**config.mk**
```make
export PLATFORM = sky130hd
export DESIGN_NAME = qte_isqrt
export DESIGN_NICKNAME = d
export VERILOG_FILES = /design/src/hdl/qte_pkg.sv /design/src/hdl/qte_isqrt.sv
export SDC_FILE = /design/constraint.sdc
export NUM_CORES = 2
export LEC_CHECK = 0
export ABC_CLOCK_PERIOD_IN_PS = 6100
export BUFFER_PORTS_ARGS = -buffer_cell sky130_fd_sc_hd__buf_2
export CAP_MARGIN = 10
export CORE_AREA = 2 2 534 536
export CTS_CLUSTER_SIZE = 10
export DETAILED_ROUTE_END_ITERATION = 16
export DIE_AREA = 0 0 536 538
export GPL_TIMING_DRIVEN = 0
export HOLD_SLACK_MARGIN = 0.06
export PLACE_DENSITY_LB_ADDON = 0.3
export SLEW_MARGIN = 20
export SYNTH_ARGS = -nofsm -noshare
export SYNTH_HDL_FRONTEND = slang
export SYNTH_SLANG_ARGS = --single-unit
```
**constraint.sdc**
```tcl
create_clock -name clock -period 6.1 [get_ports clock]
set_input_delay 1.22 -clock clock [delete_from_list [all_inputs] [get_ports clock]]
set_output_delay 1.22 -clock clock [all_outputs]
set_load 0.03 [all_outputs]
```
**src/hdl/qte_pkg.sv**
```systemverilog
// qte_pkg: shared constants and the cordic angle table for quaternion_to_euler
// no dependencies
package qte_pkg;

   localparam int CORDIC_STAGES_DEF = 16;
   localparam int TAB_LEN           = 24;
   localparam int CW                = 38;  // cordic x/y width
   localparam int AW                = 27;  // angle accumulator width, degrees * 65536
   localparam int SQRT_STEPS        = 31;
   localparam int QW                = 34;  // numerator / denominator width
   localparam int SW                = 32;  // saturated asin argument width

   localparam logic signed [AW-1:0] DEG180     = AW'(180 * 65536);
   localparam logic signed [15:0]   ANGLE_LIM  = 16'sd23040;
   localparam logic signed [16:0]   PITCH_LIM  = 17'sd11520;
   localparam logic signed [QW-1:0] ONE_Q30    = QW'(64'sd1 <<< 30);

   typedef struct packed {
      logic signed [QW-1:0] roll_num;
      logic signed [QW-1:0] roll_den;
      logic signed [QW-1:0] yaw_num;
      logic signed [QW-1:0] yaw_den;
      logic signed [SW-1:0] sin_arg;
      logic                 clip;
   } side_type;

   // atan(2^-i) in degrees * 65536
   function automatic logic signed [AW-1:0] atan_tab(input int i);
      logic signed [AW-1:0] v;
      case (i)
         0:  v = AW'(2949120);
         1:  v = AW'(1740967);
         2:  v = AW'(919879);
         3:  v = AW'(466945);
         4:  v = AW'(234379);
         5:  v = AW'(117304);
         6:  v = AW'(58666);
         7:  v = AW'(29335);
         8:  v = AW'(14668);
         9:  v = AW'(7334);
         10: v = AW'(3667);
         11: v = AW'(1833);
         12: v = AW'(917);
         13: v = AW'(458);
         14: v = AW'(229);
         15: v = AW'(115);
         16: v = AW'(57);
         17: v = AW'(29);
         18: v = AW'(14);
         19: v = AW'(7);
         20: v = AW'(4);
         21: v = AW'(2);
         22: v = AW'(1);
         default: v = '0;
      endcase
      return v;
   endfunction

endpackage

```
**src/hdl/qte_isqrt.sv**
```systemverilog
// qte_isqrt: pipelined bit-by-bit integer square root, one result bit per stage
// depends on qte_pkg
module qte_isqrt import qte_pkg::*; (
   input  logic        clock,
   input  logic        en,
   input  logic [60:0] rad,
   output logic [30:0] root
);

   logic [61:0] n_ff [1:SQRT_STEPS];
   logic [61:0] r_ff [1:SQRT_STEPS];

   for (genvar k = 0; k < SQRT_STEPS; k++) begin : g_step
      localparam logic [61:0] BIT = 62'(1) << (60 - 2 * k);
      logic [61:0] n_cur, r_cur, t_in;
      if (k == 0) begin : g_first
         assign n_cur = {1'b0, rad};
         assign r_cur = '0;
      end else begin : g_next
         assign n_cur = n_ff[k];
         assign r_cur = r_ff[k];
      end
      assign t_in = r_cur + BIT;
      always_ff @(posedge clock) begin
         if (en) begin
            if (n_cur >= t_in) begin
               n_ff[k+1] <= n_cur - t_in;
               r_ff[k+1] <= (r_cur >> 1) + BIT;
            end else begin
               n_ff[k+1] <= n_cur;
               r_ff[k+1] <= r_cur >> 1;
            end
         end
      end
   end

   assign root = r_ff[SQRT_STEPS][30:0];

endmodule

```
==> summary.md <==
| Metric | Value |
|---|---|
| Register area | 0.0707 mm² |
| P per Cell Area | 366 mW/mm² |
| Req. time, crit path | 6.62 ns |
| Fmax | 177 MHz |
| Total Wirelength | 291000 µm |
| TritonCTS clock tree | yes |
| Combinational share of power | 20.1% |
| Min Hold Slack | 0.341 ns |
| Post-Synth Adder-Cell Area | 5.81% |
| Die Ht | 538 µm |
| Die X | 536 µm |
| Hold Crit Class | reg -> reg |
| Dpl cells | 12.9k |
| Clk_lat worst skew | 0.91 ns |
| Commonest non-fill, non-tap cell in the layout | edfxtp_1 |
| Synth Warn # | 0 |
| Crit path capture type | register |
| Gate count of the mapped netlist | 9019 |
| Initial antenna violation count | 3 |
| Minimum clock period | 5.66 ns |
| Die area | 0.288 mm² |
| Max Transition Viols Final | 0 |
| Cell variety after synth | 91 |
| Most frequent CP cell | nor4_1 |
| Utilization after layout | 44.7% |
| RSZ-0062 raised after global routing | false |
| Fin Setup TNS | 0 ns |
| Clk slew on worst S/H paths | 0.06 ns |
| Register bit count reported by yosys | 2356 |
| Routed vias | 72.4k |
| Port Buf Inserts | 93 |
| Switch share | 29.4% |
| VDD IR max | 0.287 mV |
| Register area share after synthesis | 62.8% |
| Critical Path Fanout Max | 10 |
| Overall Global Routing Usage | 19.8% |
| H-tree depth | 5 |
| Area Growth Syn to Fin | 12.5% |
| Clock power share | 32.2% |
| Total gr overflow | 0 |
| Largest cells by area after synthesis | edfxtp_1 63%, ha_1 5.8%, xor2_1 3.2% |
| Switching power | 13.6 mW |
| Synth Area in Compound Gates | 8.97% |
| Largest area contributor in the netlist | edfxtp_1 |
| # Max-Cap Violations | 0 |
| Layout cells sized above 1 | 6.67% |
| Clk buf depth | 4 |
| CTS root buf | clkbuf_16 |
| Pin count of the biggest net entering global routing | 63 |
| Synth Area in Simple Gates | 12.4% |
| DRT iter0 DRCs | 6217 |
| Net count after synthesis | 9605 |
| Vias per cell | 5.45 |
| Largest family of logic cells by synthesized area | simple AND/OR/NAND/NOR gates |
| Non-Filler Instances | 13.3k |
| Top-area cell type share of the netlist area | 62.8% |
| Drt pass-1 iters | 6 |
| Hold Violations, Final | 0 |
| Cts bufs inserted | 284 |
| CORE AREA | 0.283 mm² |
| Slew headroom | 25.8% |
| Final setup viols | 0 |
| Crit start category | register |
| Vias in the first global route | 71.9k |
| Setup CP Type | reg -> reg |
| Final net count | 10.0k |
| DP HPWL | 225000 µm |
| First-pass GRT wire length | 439000 µm |
| Initial Utilization | 39.8% |
| Outcome | completed |
| Period utilization | 92.8% |
| Area of the multi-input gates | 0.0387 mm² |
| Placement row count | 196 |
| Most frequent cells in the layout | 2356 x edfxtp_1, 689 x nand2_1, 646 x inv_1, 539 x o21ai_0, 536 x nor2_1 |
| Power Internal | 32.7 mW |
| Worst clock skew | 0.121 ns |
| Crit-path slowest cell | nor4_1 |
| Routed wire per std cell | 21.9 µm |
| Gp weighted congestion | 0.932 |
| Multiplexer share of the synthesized area | 0.748% |
| Syn avg cell area | 12.5 µm² |
| Hold_buf cts | 0 |
| Remaining DRCs | 0 |
| Critical Path Max Stage Delay | 0.80 ns |
| Netlist Area Pre-Place | 0.113 mm² |
| CP Data Arrival Time | 6.18 ns |
| Register share of total power | 47.7% |
| Post_cts resized | 0 |
| Worst slew pin tran | 1.10 ns |
| Fillers | 25.5k |
| Total Power | 46.3 mW |
| Num ports | 94 |
| Cells along the critical path | ha_1 -> clkbuf_1 -> nand4_1 -> nor4_1 -> and3b_1 -> o2111ai_1 -> and3_1 -> clkbuf_1 -> or3_1 -> nor4_1 -> nand2_1 -> nor4_1 -> xor2_1 |
| Final antenna-violating net count | 0 |
| Post-synthesis xor/xnor area fraction | 6.35% |
| Setup Buffers After CTS | 0 |
| Lkg Pwr | 46.7 nW |
| Ys flop type | edfxtp_1 |
| Clock net sink count | 2356 |
| Number of flops mapped to enable cells by yosys | 2356 |
| Post-synth ARST share | 0% |
## synthesized netlist by cell type (46+ instances only)
cell type	number
mux2_2	65
or4_1	76
a21oi_1	511
nand2b_1	111
clkbuf_1	194
nand3_1	144
and3_1	49
nor4_1	328
xor2_1	415
nand2_1	689
nor2b_1	76
or3_1	87
nor3_1	253
ha_1	523
nor4b_1	46
nor2_1	536
o21a_1	90
inv_1	646
o21bai_1	49
nand4_1	145
o21ai_0	539
xnor2_1	402
a21o_1	184
edfxtp_1	2356
## critical path: cells and delay by family, from the launching register on
| family | cells | cell delay (ns) |
|---|---|---|
| AOI/OAI and AO/OA | 1 | 0.39 |
| and+or+nand+nor | 8 | 3.40 |
| xor gates and xnor gates | 1 | 0.14 |
| buffers and inverters | 2 | 0.63 |
| DFF | 1 | 0.43 |
| adders and majority gates | 1 | 0.30 |
## power groups by stage
stage | clock [mW] | combinational [mW] | sequential (mW)
after floorplan | 0 | 6.82 | 21.6
after global placement | 0 | 9.02 | 22.5
after detailed placement | 0 | 9.18 | 22.4
after CTS | 15.3 | 9.26 | 22.1
after global routing | 15.9 | 10.4 | 22.3
final | 14.9 | 9.32 | 22.1
## cell families after synthesis
group | count (synthesis)
simple gates | 2731
flops | 2356
compound gates | 1666
buf+inv | 850
xor+xnor | 817
fa+ha+maj | 523
mux | 76
## path summary, 6_finish.rpt
| kind | startpoint | slack [ns] | cells after the start | end |
|---|---|---|---|---|
| max | n_ff[0][1579] | 0.44 | 13 | n_ff[0][1670] |
| min | n_ff[0][621] | 0.34 | 0 | n_ff[0][683] |
| max reg2reg | n_ff[0][1579] | 0.44 | 13 | n_ff[0][1670] |
| min reg2reg | n_ff[0][621] | 0.34 | 0 | n_ff[0][683] |
## flip-flops by register name, summed over array words and instances (netlist names)
signal	flops
r_ff	496
n_ff	1860
## per-layer routing
metal  vias up  wire length, µm  GRT usage (%)
met2      2065           146000           35.3
li1      34410                -              -
met4         0            10200           6.66
met5         -                0              0
met1     35449           120000           24.7
met3       522            15100           2.82
## cell type report
cell class,count,share of cell area (%)
repair buffers,127,1.05
well taps,3762,3.72
inverters,648,1.92
multi-input cells,5813,30.5
diodes,6,0.0119
clock buffers,327,5.79
flip-flops and latches,2356,55.8
clock inverters,54,0.417
plain buffers,202,0.699
## metrics by stage
step / setup slack [ns] / area [µm²]
2_1_floorplan: 1.16 / 113000
3_3_place_gp: -2.57 / 118000
3_5_place_dp: 0.864 / 119000
4_1_cts: 0.737 / 127000
5_1_grt: 0.150 / 127000
6_report: 0.442 / 127000
No activity file was read; power rests on OpenSTA's default activity.
